--- src/rtl/c8_ram.sv ---
// Simple dual-port RAM, one write and one registered read per cycle.
// No dependencies.
module c8_ram #(
  parameter int WIDTH = 8,
  parameter int DEPTH = 16,
  localparam int AW = $clog2(DEPTH)
) (
  input  logic             clk,
  input  logic             we,
  input  logic [AW-1:0]    waddr,
  input  logic [WIDTH-1:0] wdata,
  input  logic [AW-1:0]    raddr,
  output logic [WIDTH-1:0] rdata
);

  logic [WIDTH-1:0] mem [DEPTH];

  always_ff @(posedge clk) begin
    if (we) begin
      mem[waddr] <= wdata;
    end
    rdata <= mem[raddr];
  end

endmodule

--- config.mk ---
export PLATFORM = sky130hd
export DESIGN_NAME = c8_ram
export DESIGN_NICKNAME = d
export VERILOG_FILES = /design/src/rtl/c8_ram.sv
export SDC_FILE = /design/constraint.sdc
export NUM_CORES = 1
export LEC_CHECK = 0
export BUFFER_PORTS_ARGS = -buffer_cell sky130_fd_sc_hd__buf_2
export CORE_UTILIZATION = 42
export CTS_BUF_LIST = sky130_fd_sc_hd__clkbuf_2
export CTS_CLUSTER_SIZE = 28
export DETAILED_ROUTE_END_ITERATION = 16
export GPL_ROUTABILITY_DRIVEN = 1
export SYNTH_ARGS = -nofsm -noshare
export SYNTH_HDL_FRONTEND = slang
export SYNTH_SLANG_ARGS = --single-unit
--- constraint.sdc ---
create_clock -name clk -period 3.45 [get_ports clk]
set_input_delay 0.5175 -clock clk [delete_from_list [all_inputs] [get_ports clk]]
set_output_delay 0.5175 -clock clk [all_outputs]
set_load 0.03 [all_outputs]
* Word level (Yosys, flattened, before mapping)
Memories as Yosys holds them, arrays and structs flattened. A register that Yosys moved wholly into a read port is not among the register bits.
Index checks and enable logic that the tools add are counted.
** Storage, ports and cells
- Bits in registers :: 0
- Memory bits (writable) :: 128
- Input bits :: 18
- Memories kept :: 1
** Memory list
- mem :: depth 16, width 8, read ports 1, clocked after memory_dff 1, write ports 1, line 16 : logic [WIDTH-1:0] mem [DEPTH];
** Operators by class
- Muxes and demuxes :: 2
** Operators by type and width (number)
- $mux W1 :: 2

* Logic depth before layout (Yosys ltp)
- Word-level depth :: 2
- Mapped depth :: 5
- Mapped depth without buffers :: 3

* Least setup slack after synthesis
Ideal clock, no wire load.
- Path type :: input port to flip-flop
- From :: input port waddr[2]
- To :: memory mem[0][0] (enable)
- Library setup time :: 0.383 ns
- Arrival time :: 1.627 ns
- Path slack :: 1.440 ns
- Cell stages on the path :: 2
- Cell sequence :: or3b_2 nor3_1
** RTL lines
- from (decl) :: line 10 : input logic [AW-1:0] waddr,
- to (decl) :: line 16
No word-level cell before the write port.

* Worst setup path in the final report
- From :: register rdata[6], read port of mem
- To :: output port rdata[6]
** RTL lines
- from (decl) :: line 13 : output logic [WIDTH-1:0] rdata
No word-level cell between the ends.

==> key figures <==
Synth
  • Seq/Total Area, Yosys: 0.778
  • EDFF count, synth: 128
  • Syn Nets: around 250
  • Synthesized area per cell: between 20 and 25 µm²
  • Ys async rst share: 0
  • Yosys cell types: 19
  • Synth Instances: 229
  • Most frequent cell after synthesis: edfxtp_1
  • Prevailing post-synth register cell: edfxtp_1
  • Synth top area share: 0.747
  • Top cells by count, synth: edfxtp_1 (128), mux4_2 (18), a22oi_1 (16)
  • FF+latch count, synth: 136
  • Top cells by area, synth: edfxtp_1 (75%), mux4_2 (7.9%), mux4_1 (7.1%), dfxtp_1 (3.1%), a22oi_1 (2.3%)
  • Yosys top cell by area: edfxtp_1
  • Post-Syn Area: ~5000 µm²
  • Synth warnings: 0

Worst setup path
  • Slowest CP cell: dfxtp_1
  • CP Class: reg -> out
  • CP top delay family: flip-flops
  • Arr. time, crit path: between 1 and 1.5 ns
  • Crit path largest cell delay: about 0.44 ns
  • Buf+Inv Stages, Crit Path: 1
  • Req. time, crit path: slightly below 3 ns
  • Crit path max fanout: 1
  • Cells along the critical path: buf_2
  • Critical Path Source Type: register
  • CP endpoint kind: output port

Die
  • Core Area: 12,000 µm²
  • I/O pins: 26
  • Initial Utilization: 0.430
  • # rows: 40
  • Die area: 12,700 µm²
  • Die width: about 110 µm
  • Die Span Y: 113 µm

Clocking
  • CTS buffer count: 17
  • CTS Buffer Depth: 2
  • Clock Pin Slew Worst Setup and Hold Paths: ~0.21 ns
  • CTS H-Tree Depth: 4
  • Clock sink total: 136
  • Resized Gates After CTS: 0
  • TritonCTS clock tree: built
  • CTS Hold Buffers Added: 0
  • Number of setup buffers added after CTS: 0
  • Worst-skew pair later-pin latency: ~0.67 ns
  • Root Buffer: clkbuf_2

STA
  • Finish-stage setup viols: 0
  • Fmax: around 0.54 GHz
  • Final worst hold slack: around 0.20 ns
  • Final hold viol count: 0
  • RSZ-0062 raised after global routing: no
  • Max-slew headroom: 0.394
  • Fin Setup TNS: 0 ns
  • Slew @ Worst Pin: a little over 0.9 ns
  • Max Clock Skew: between 0.03 and 0.04 ns
  • Final Max Tran Viols: 0
  • Crit path time final: approximately 1.9 ns
  • Final period utilization: 0.537

GRT
  • Grt ovf: 0
  • Pin count of the biggest net entering global routing: 33
  • First-pass GRT wire length: 14,500 µm
  • Vias in the first global route: about 2,400
  • GRT Resource Usage Total: 0.165
  • Number of antenna violations at the first check in global routing: 0

Power
  • Power Density: between 500 and 600 nW/µm²
  • VDD IR-drop max: approximately 370 µV
  • Static leakage: 1.88 nW

Drt
  • Drt total wl: ~9400 µm
  • Avg WL per Cell: approximately 22 µm
  • Vias per cell: 5.47
  • Post-route ant nets: 0
  • Residual DRC: 0
  • Via Count: approximately 2,300
  • Drt first pass iters: 5
  • Starting DRT DRC Count: 145

Placement
  • Routability Congestion: roughly 0.68
  • I/O Buffers: 25
  • DP Cell Count: a little under 400
  • Detailed Place HPWL: just over 6000 µm

Layout
  • Multi-input gate area: 1060 µm²
  • Fin util: 0.474
  • P&R area growth vs syn: 10.1%
  • Ant diodes: 0
  • Fillers: around 960
  • Non-Filler Instances: between 400 and 500
  • Share of cells above drive strength 1: 0.287
  • Sequential Area: approximately 4000 µm²
  • NumNets Final: around 290

Min path
  • Hold WC Path Type: in -> reg

Flow run
  • Max-Cap Viols: 0

Run status
  • Run status: complete, no violations
[kinds of logic after synthesis]
group | synth area share
AOI/OAI and AO/OA | 0.0233
buffers and inverters | 0.0168
and+or+nand+nor | 0.0318
DFF | 0.778
muxes | 0.150
[power breakdown]
| part | switching [mW] | internal (mW) |
|---|---|---|
| combinational | 0.113 | 0.0681 |
| sequential | 0.0113 | 1.84 |
| clock | 0.556 | 0.405 |
| total | 0.680 | 2.32 |
[cell type report]
cell class                 instances  share of cell area
clock buffer                      19              0.0168
clock inverter                    13              0.0274
multi-input combinational         83               0.187
sequential                       136               0.707
tap                              147              0.0325
timing repair buffer              31              0.0300
[cells in the final DEF (no fill, tap or decap), types with 3 or more instances in the layout]
cell       instances
edfxtp_1         128
buf_2             25
clkbuf_2          19
mux4_2            18
a22oi_1           16
mux4_1            14
nor2_1            13
nand2_1            9
dfxtp_1            8
buf_4              6
nor3_1             4
clkinv_2           4
bufinv_16          3
clkinv_4           3
[routing by layer]
layer	up-vias	global-route usage	wire, µm
met4	0	0.0640	136
met2	65	0.255	4550
met1	1217	0.225	4280
li1	1052	-	-
met3	14	0.0450	463
met5	-	0	0
[per-stage QoR]
| step | setup slack (ns) | cell area [µm²] | power, mW |
|---|---|---|---|
| after global placement | 1.19 | 5420 | 2.07 |
| after detailed placement | 1.14 | 5420 | 2.08 |
| final | 1.60 | 5670 | 3.00 |
| after floorplan | 1.44 | 5150 | 2.01 |
| after global routing | 1.48 | 5670 | 3.10 |
| after CTS | 1.52 | 5670 | 3.03 |
[flip-flops by register name, indices dropped and copies added, names as in the netlist]
register  flops
mem         128
rdata         8
[path summary, 6_finish.rpt]
path                   from        end  slack [ns]  cells past startpoint
hold reg to reg   mem[7][6]   rdata[6]        0.68                      3
hold / removal     wdata[5]  mem[0][5]        0.20                      1
setup / recovery   rdata[6]   rdata[6]        1.60                      1
setup reg to reg  mem[2][2]   rdata[2]        1.99                      3
No activity file was read; power rests on OpenSTA's default activity.
