--- config.mk ---
export PLATFORM = sky130hd
export DESIGN_NAME = c8_alu
export DESIGN_NICKNAME = d
export VERILOG_FILES = /design/src/rtl/c8_pkg.sv /design/src/rtl/c8_alu.sv
export SDC_FILE = /design/constraint.sdc
export NUM_CORES = 1
export LEC_CHECK = 0
export ABC_AREA = 1
export BUFFER_PORTS_ARGS = -buffer_cell sky130_fd_sc_hd__buf_2
export CAP_MARGIN = 15
export CORE_ASPECT_RATIO = 0.7
export CORE_UTILIZATION = 35
export DETAILED_ROUTE_END_ITERATION = 6
export PLACE_DENSITY = 0.58
export SLEW_MARGIN = 15
export SYNTH_ARGS = -nofsm -noshare
export SYNTH_HDL_FRONTEND = slang
export SYNTH_SLANG_ARGS = --single-unit
--- constraint.sdc ---
create_clock -name vclk -period 3.2
set_input_delay 0.64 -clock vclk [all_inputs]
set_output_delay 0.64 -clock vclk [all_outputs]
set_load 0.01 [all_outputs]
--- src/rtl/c8_pkg.sv ---
// Shared types, constants and the font table of the CHIP-8 core.
// Used by the interfaces, the ALU, the RAM users, the top level and the checker.
package c8_pkg;

  localparam int ADDR_W          = 12;
  localparam int MEM_BYTES       = 4096;
  localparam int STACK_DEPTH_DEF = 16;
  localparam int SCREEN_W        = 64;
  localparam int SCREEN_H        = 32;
  localparam int FONT_BYTES      = 80;
  localparam logic [ADDR_W-1:0] FONT_BASE  = 12'h050;
  localparam logic [ADDR_W-1:0] PROG_START = 12'h200;

  localparam logic [7:0] FONT [FONT_BYTES] = '{
    8'hF0, 8'h90, 8'h90, 8'h90, 8'hF0, 8'h20, 8'h60, 8'h20, 8'h20, 8'h70,
    8'hF0, 8'h10, 8'hF0, 8'h80, 8'hF0, 8'hF0, 8'h10, 8'hF0, 8'h10, 8'hF0,
    8'h90, 8'h90, 8'hF0, 8'h10, 8'h10, 8'hF0, 8'h80, 8'hF0, 8'h10, 8'hF0,
    8'hF0, 8'h80, 8'hF0, 8'h90, 8'hF0, 8'hF0, 8'h10, 8'h20, 8'h40, 8'h40,
    8'hF0, 8'h90, 8'hF0, 8'h90, 8'hF0, 8'hF0, 8'h90, 8'hF0, 8'h10, 8'hF0,
    8'hF0, 8'h90, 8'hF0, 8'h90, 8'h90, 8'hE0, 8'h90, 8'hE0, 8'h90, 8'hE0,
    8'hF0, 8'h80, 8'h80, 8'h80, 8'hF0, 8'hE0, 8'h90, 8'h90, 8'h90, 8'hE0,
    8'hF0, 8'h80, 8'hF0, 8'h80, 8'hF0, 8'hF0, 8'h80, 8'hF0, 8'h80, 8'h80
  };

  typedef enum logic [1:0] {
    KIND_LOAD  = 2'd0,
    KIND_EXEC  = 2'd1,
    KIND_READ  = 2'd2,
    KIND_PIXEL = 2'd3
  } kind_t;

  typedef enum logic [1:0] {
    FAULT_NONE    = 2'd0,
    FAULT_UNKNOWN = 2'd1,
    FAULT_OVER    = 2'd2,
    FAULT_UNDER   = 2'd3
  } fault_t;

  typedef enum logic [2:0] {
    ALU_MOV, ALU_OR, ALU_AND, ALU_XOR, ALU_ADD, ALU_SUB, ALU_SHR, ALU_SHL
  } alu_op_t;

  typedef struct packed {
    alu_op_t    op;
    logic [7:0] a;
    logic [7:0] b;
  } alu_req_t;

  typedef struct packed {
    logic [7:0] res;
    logic       flag;
    logic       eq;
  } alu_rsp_t;

  typedef enum logic [4:0] {
    S_CLR, S_IDLE, S_START, S_RDMEM, S_RDPIX, S_FHI, S_FLO, S_RVX, S_RVY,
    S_EXEC, S_RET, S_VF, S_CLS, S_DR_RD, S_DR_FB, S_DR_WR, S_BCD_H, S_BCD_T,
    S_BCD_O, S_ST_RD, S_ST_WR, S_LD_RD, S_LD_WR, S_FIN, S_DONE
  } state_t;

  // Reset contents of program memory: the font glyphs, zero elsewhere.
  function automatic logic [7:0] font_byte(input logic [ADDR_W-1:0] a);
    logic [ADDR_W-1:0] off;
    off = a - FONT_BASE;
    if (a >= FONT_BASE && off < ADDR_W'(FONT_BYTES)) begin
      return FONT[off[6:0]];
    end
    return 8'h00;
  endfunction

endpackage

--- src/rtl/c8_alu.sv ---
// Shared 8-bit ALU of the CHIP-8 core: logic, add, subtract, shifts, equality.
// Depends on c8_pkg.
module c8_alu import c8_pkg::*; (
  input  alu_req_t req,
  output alu_rsp_t rsp
);

  logic [8:0] sum;

  always_comb begin
    sum      = {1'b0, req.a} + {1'b0, req.b};
    rsp.eq   = (req.a == req.b);
    rsp.flag = 1'b0;
    case (req.op)
      ALU_MOV: rsp.res = req.b;
      ALU_OR:  rsp.res = req.a | req.b;
      ALU_AND: rsp.res = req.a & req.b;
      ALU_XOR: rsp.res = req.a ^ req.b;
      ALU_ADD: begin
        rsp.res  = sum[7:0];
        rsp.flag = sum[8];
      end
      ALU_SUB: begin
        rsp.res  = req.a - req.b;
        rsp.flag = (req.a >= req.b);
      end
      ALU_SHR: begin
        rsp.res  = {1'b0, req.a[7:1]};
        rsp.flag = req.a[0];
      end
      ALU_SHL: begin
        rsp.res  = {req.a[6:0], 1'b0};
        rsp.flag = req.a[7];
      end
      default: rsp.res = 8'h00;
    endcase
  end

endmodule

# ---- Word-level counts from Yosys, hierarchy flattened
# Index checks and enable logic that the tools add are counted.
dict set report op_classes {
  bitwise_logic 3
  add_sub_neg 2
  n_reduce_logical 1
  eq_ne 8
  mux 2
  n_lt_le_gt_ge 1
}
# op n
set op_table {}
lappend op_table {{8-bit case mux with 8 select lines} 1}
lappend op_table {{3-bit == test, second input constant} 4}
lappend op_table {{8-bit by 8-bit adder with 9-bit output} 1}
lappend op_table {{8-bit AND} 1}
lappend op_table {{8-bit == test} 1}
lappend op_table {{8-bit >= comparator} 1}
lappend op_table {{8-bit OR} 1}
lappend op_table {{8-bit subtractor} 1}
lappend op_table {{8-bit XOR} 1}
lappend op_table {{3-bit by 2-bit == test with 1-bit output, second input constant} 2}
lappend op_table {{1-bit case mux with 4 select lines} 1}
lappend op_table {{3-bit by 1-bit == test with 1-bit output, second input constant} 1}
lappend op_table {{3-bit logical NOT} 1}
dict set report word_totals {
  register_bits 0
  input_bits 19
  output_inout_bits 10
}

# ---- Longest topological paths before layout
# Gate-level depths: netlist (run 1).
dict set report depth {
  word_depth 2
  mapped_depth 11
  mapped_depth_nobuf 11
}

# ---- Worst setup path before layout (run 1)
# OpenSTA, ideal clock, no wires.
dict set report synth_timing {
  path_kind {input to output}
  startpoint {in req[8] in the netlist's numbering}
  endpoint {out rsp[6] in the netlist's numbering}
  arrival_ns 1.830
  cell_stages 11
  path_slack_ns 0.730
  cell_sequence {inv_1 > ha_1 > inv_1 > fa_1 > nand2_1 > nand2_1 > nand2_1 > nand3_1 > nand2_1 > nor2_1 > nor2_1}
}
# element line_no
set synth_lines {}
lappend synth_lines {{start: declaration} c8_alu.sv:4} ;# input alu_req_t req,
lappend synth_lines {{end: declaration} c8_alu.sv:5} ;# output alu_rsp_t rsp

==> metrics.md, run 1 <==
| Metric | Value |
|---|---|
| Post-CTS setup buffer count | 0 |
| Mapped cell area | between 0.001 and 0.0015 mm^2 |
| Vias per inst | 5.118 |
| Port bufs | 29 |
| Total GRT Usage | 20.98% |
| Die area | around 0.0043 mm^2 |
| Fmax | 0.3501 GHz |
| FF/Latch Area | 0 um^2 |
| Area growth from synthesis to layout | 13.52% |
| Hold_sp | req[7] |
| Sequential cells | 0 |
| Post-CTS Hold Buffers | 0 |
| Num rows | 18 |
| Pin count of the biggest net entering global routing | 10 |
| Layout cell share with drive strength beyond 1 | 16.01% |
| Synth area leaders | ha_1, nand2_1, inv_1, nand3_1, nor2_1 |
| Unique masters post-synth | 24 |
| Initial Util | 38.07% |
| Synth area leader | ha_1 |
| Hold Path Class | in2out |
| Core ar. | between 0.003 and 0.004 mm^2 |
| IO Pins | 29 |
| Total Power | 0.0002405 W |
| WHS Path Cells | 4 |
| Die Ht | 54.87 um |
| Crit share post-route | 89.27% |
| Mapped Cells | 254 |
| WL per Instance | 12.72 um |
| Crit path max-delay family | adder cells |
| CTS resizes | 0 |
| Final ANT Viol Nets | 0 |
| Diode count | 0 |
| Initial antenna violation count | 0 |
| Peak supply drop | roughly 66 uV |
| Power Density | 151.6 mW/mm^2 |
| First-pass GRT wire length | 6906 um |
| Setup TNS | 0 ps |
| GPL Wtd Cong | between 0.8 and 0.9 |
| Routed via count | 1694 |
| Initial DRC count | 160 |
| Synth Area per Inst | 5.502 um^2 |
| Slew HR | between 70% and 80% |
| WP buf/inv | 2 |
| Final hold vios | 0 |
| Slew Limit Fails | 0 |
| Hold worst-path end | rsp[9] |
| CP peak stage delay | 390 ps |
| CP arrival | 2220 ps |
| Setup ws final | ~340 ps |
| Synthesis Warnings | 0 |
| Endpoint class of the critical path | primary output |
| Syn Nets | 302 |
| Final net count | 331 |
| RSZ-0062 raised after global routing | false |
| Setup WS pre-CTS | between 300 and 400 ps |
| Max Cap Viol | 0 |
| Final setup viols | 0 |
| Sequential element share of the synthesized area | 0% |
| Gr ovfl total | 0 |
| Worst-Margin Slew | 338.1 ps |
| Cell Chain, Critical Path | buf_2, ha_1, fa_1, nand2_1, nand3_1, nand2_1, nor3_1, o21ai_0, nand3_1, buf_2 |
| Yosys top cell area share | 24.17% |
| Worst path slowest cell | fa_1 |
| Detailed Place HPWL | 3541 um |
| Crit-path max FO | 5 |
| Residual DRC | 0 |
| Number of clock buffers in the layout | 0 |
| Router iterations before antenna repair | 4 |
| Static Leak | 0.9287 nW |
| Die X-Extent | slightly below 80 um |
| Status | complete, no violations |
| Final worst path period need | approximately 2900 ps |
| Setup Crit Path Kind | in2out |
| Worst setup SP type | primary input |
| Vias in the first global route | between 1000 and 1500 |
| WP data required | 2560 ps |
| Total Wirelength | about 4200 um |
[layer usage]
layer | track usage [%] | wire, um | vias to the layer above
li1 | - | - | 881
met2 | 29.79 | 1519 | 70
met1 | 34.86 | 2344 | 743
met4 | 0 | 0 | 0
met3 | 1.167 | 346 | 0
met5 | 0 | 0 | -
[power breakdown]
part	switching (W)	internal, W	total, W
combinational	0.000155	0.0000856	0.000241
sequential	0	0	0
clock	0	0	0
[how the worst max path moves through the flow]
stage                 start  endpoint  cells past startpoint
detailed placement   req[0]    rsp[1]                     10
finish               req[0]    rsp[1]                     10
global route        req[12]    rsp[7]                     11
CTS                  req[0]    rsp[1]                     10
floorplan            req[8]    rsp[6]                     11
global placement     req[0]    rsp[1]                     10
[cells in the mapped netlist]
cell      number
buf_6          1
and2_1         1
a41oi_1        1
fa_1           2
nand2_1       61
inv_2          9
o22ai_1        6
nand4_1        8
nand3_1       25
ha_1          27
inv_1         39
nor3_1         7
nor2_4         1
nand2_2        2
o211ai_1       3
nor2_1        30
nand3_2        2
a21oi_1       14
nor2_2         1
nand3b_1       2
o21ai_0        8
o21ai_1        1
buf_4          2
a31oi_1        1
[tightest hold or removal path, delay by kind of cell]
family	cells	cell delay, ps
AND/OR/NAND/NOR	2	120
buffers and inverters	2	220
[stage by stage]
step / instance area [um^2] / util (%) / hold slack [ps] / instances
finish: 1587 / 43.22 / 1621 / 331
global placement: 1587 / 43.22 / 1630 / 331
floorplan: 1398 / - / 1425 / 254
CTS: 1587 / 43.22 / 1625 / 331
global route: 1587 / 43.22 / 1650 / 331
detailed placement: 1587 / 43.22 / 1624 / 331
[layout make-up]
class | instances | area [um^2]
fillers | 413 | 2085
inverters | 48 | 180.2
multi-input cells | 203 | 1191
well taps | 50 | 62.56
repair buffers | 30 | 152.6
[placed cells by master (no fill, tap or decap)]
master    count
o22ai_1       6
fa_1          2
nand3b_1      2
a41oi_1       1
and2_1        1
inv_2         9
buf_4         1
nor2_2        1
a31oi_1       1
nor2_1       30
o211ai_1      3
ha_1         27
nor3_1        7
o21ai_0       8
nand3_2       2
a21oi_1      14
nand3_1      25
nand2_2       2
buf_2        29
nand2_1      61
nor2_4        1
nand4_1       8
o21ai_1       1
inv_1        39
[cells by family (layout without fill, tap and decap cells)]
| kind of cell | count (synthesis) | after routing | synth area share (%) |
|---|---|---|---|
| adders and majority gates | 29 | 29 | 27.04 |
| AOI/OAI and AO/OA | 34 | 34 | 13.61 |
| buffers and inverters | 51 | 78 | 14.77 |
| and+or+nand+nor | 140 | 140 | 44.58 |
Note: power is estimated with default switching activity, not from simulation.
==> inputs of run 2 (changes only) <==
--- a/config.mk
+++ b/config.mk
@@ -11,7 +11,7 @@
 export CORE_ASPECT_RATIO = 0.7
 export CORE_UTILIZATION = 35
 export DETAILED_ROUTE_END_ITERATION = 6
-export PLACE_DENSITY = 0.58
+export PLACE_DENSITY = 0.67
 export SLEW_MARGIN = 15
 export SYNTH_ARGS = -nofsm -noshare
 export SYNTH_HDL_FRONTEND = slang
==> run 2 against run 1 <==
Against the previous run: combinational power shrank 2%; cell count shrank 0.30%; worst setup slack gained 6.5 ps; first-iteration DRC count grew 38%; non-clock buffer count shrank 1; core utilization shrank 0.20 points; total power shrank 1.4%; flip-flop and latch count is the same; critical path depth is the same; wire length shrank 0.86%; global-route usage shrank 0.67 points.
==> metrics.md, run 2 (same netlist as run 1, synthesis figures left out) <==
| Metric | Value |
|---|---|
| First-pass GRT wire length | 6734 um (-2.5%) |
| Max Cap Viol | 0 (unchanged) |
| Final ANT Viol Nets | 0 (unchanged) |
| Post-CTS Hold Buffers | 0 (unchanged) |
| CP arrival | 2210 ps (about the same) |
| WP data required | 2560 ps (about the same) |
| Critical path endpoint | rsp[1] |
| Number of clock buffers in the layout | 0 (unchanged) |
| Post-CTS setup buffer count | 0 (unchanged) |
| Worst setup SP type | primary input |
| Final setup viols | 0 (unchanged) |
| Status | complete, no violations |
| Routed via count | 1715 (+1.2%) |
| Gr ovfl total | 0 (unchanged) |
| IO Pins | 29 (unchanged) |
| Number of cells on the critical path | 10 (unchanged) |
| WL per Instance | 12.65 um (-0.55%) |
| Die X-Extent | 77.53 um (unchanged) |
| Core ar. | 0.003671 mm^2 (unchanged) |
| Setup Crit Path Kind | in2out |
| Endpoint class of the critical path | primary output |
| WHS Path Cells | 4 (unchanged) |
| Initial Util | 38.07% (unchanged) |
| Placed Cells | 330 (-0.30%) |
| Area growth from synthesis to layout | 12.98% |
| Die area | 0.004254 mm^2 (unchanged) |
| Pin count of the biggest net entering global routing | 11 (+1) |
| RSZ-0062 raised after global routing | false |
| Crit path max-delay family | adder cells |
| Hold Path Class | in2out |
| Vias per inst | 5.197 (+1.5%) |
| Most common cell after layout, fill and taps aside | nand2_1 |
| Setup WS pre-CTS | 361.4 ps (-0.8270 ps) |
| Crit share post-route | 89.06% (-0.20 points) |
| CP Launch Point | req[0] |
| Slew HR | 77.66% (+0.26 points) |
| Layout cell share with drive strength beyond 1 | 15.71% (-0.30 points) |
| Power Density | 150.3 mW/mm^2 (-0.90%) |
| Post-route cell area | 0.001579 mm^2 (-0.47%) |
| WP buf/inv | 2 (unchanged) |
| Vias in the first global route | 1398 (+0.79%) |
| CTS resizes | 0 (unchanged) |
| Crit-path max FO | 5 (unchanged) |
| Num rows | 18 (unchanged) |
| Residual DRC | 0 (unchanged) |
| Most frequent cells in the layout | nand2_1, inv_1, nor2_1 |
| Final net count | 330 (-0.30%) |
| Slew Limit Fails | 0 (unchanged) |
| Total Power | 0.0002373 W (-1.4%) |
| Peak supply drop | 63.03 uV (-4.1%) |
| Final worst path period need | 2850 ps (-6.477 ps) |
| Diode count | 0 (unchanged) |
| Static Leak | 0.9239 nW (-0.52%) |
| Initial antenna violation count | 0 (unchanged) |
| Fin cells | 330 (-0.30%) |
| Die Ht | 54.87 um (unchanged) |
| Initial DRC count | 221 (+38%) |
| CP peak stage delay | 400 ps (about the same) |
| Detailed Place HPWL | 3518 um (-0.63%) |
| Fmax | 0.3509 GHz (+0.23%) |
| Port bufs | 29 (unchanged) |
| FF/Latch Area | 0 um^2 (unchanged) |
| Sequential cells | 0 (unchanged) |
| Router iterations before antenna repair | 5 (+1) |
| Final hold vios | 0 (unchanged) |
| Worst-Margin Slew | 334.2 ps (-3.872 ps) |
| Total GRT Usage | 20.31% (-0.67 points) |
| Placed Area | 0.001579 mm^2 (-0.47%) |
| Setup ws final | 350.0 ps (+6.477 ps) |
| GPL Wtd Cong | 0.9458 (+7.9%) |
| Worst path slowest cell | fa_1 |
| Total Wirelength | 4173 um (-0.86%) |
| Cell Chain, Critical Path | buf_2, ha_1, fa_1, nand2_1, nand3_1, nand2_1, nor3_1, o21ai_0, nand3_1, buf_2 |
| Setup TNS | 0 ps (unchanged) |
[run 2: area by class of cell]
| type | count | area [um^2] |
|---|---|---|
| Timing Repair Buffer | 29 | 145.1 |
| Inverter | 48 | 180.2 |
| Tap cell | 50 | 62.56 |
| Fill cell | 401 | 2092 |
| Multi-Input combinational cell | 203 | 1191 |
[run 2: how the worst min path moves through the flow]
stage / to / start
final: rsp[7] / req[5]
after CTS: rsp[7] / req[5]
after detailed placement: rsp[7] / req[5]
after global placement: rsp[9] / req[7]
after global routing: rsp[7] / req[5]
after floorplan: rsp[3] / req[1]
[run 2: layer usage]
metal,global-route usage [%],vias to the layer above,routed length [um]
met5,0,-,0
li1,-,879,-
met3,1.167,7,386
met4,3.145,0,59
met2,28.91,85,1536
met1,32.72,744,2192
[run 2: report_power, final]
part | switching, W | internal, W
Combinational | 0.000153 | 0.0000841
Sequential | 0 | 0
Clock | 0 | 0
Total | 0.000153 | 0.0000841
[run 2: through the flow]
stage / util [%] / hold WS (ps)
floorplan: - / 1425
global route: 43.01 / 1676
CTS: 43.01 / 1640
detailed placement: 43.01 / 1637
finish: 43.01 / 1634
global placement: 43.01 / 1638
[run 2: worst min-delay path, delay by kind of cell]
| kind | cells | cell delay (ps) |
|---|---|---|
| buffers and inverters | 2 | 230 |
| and+or+nand+nor | 2 | 130 |
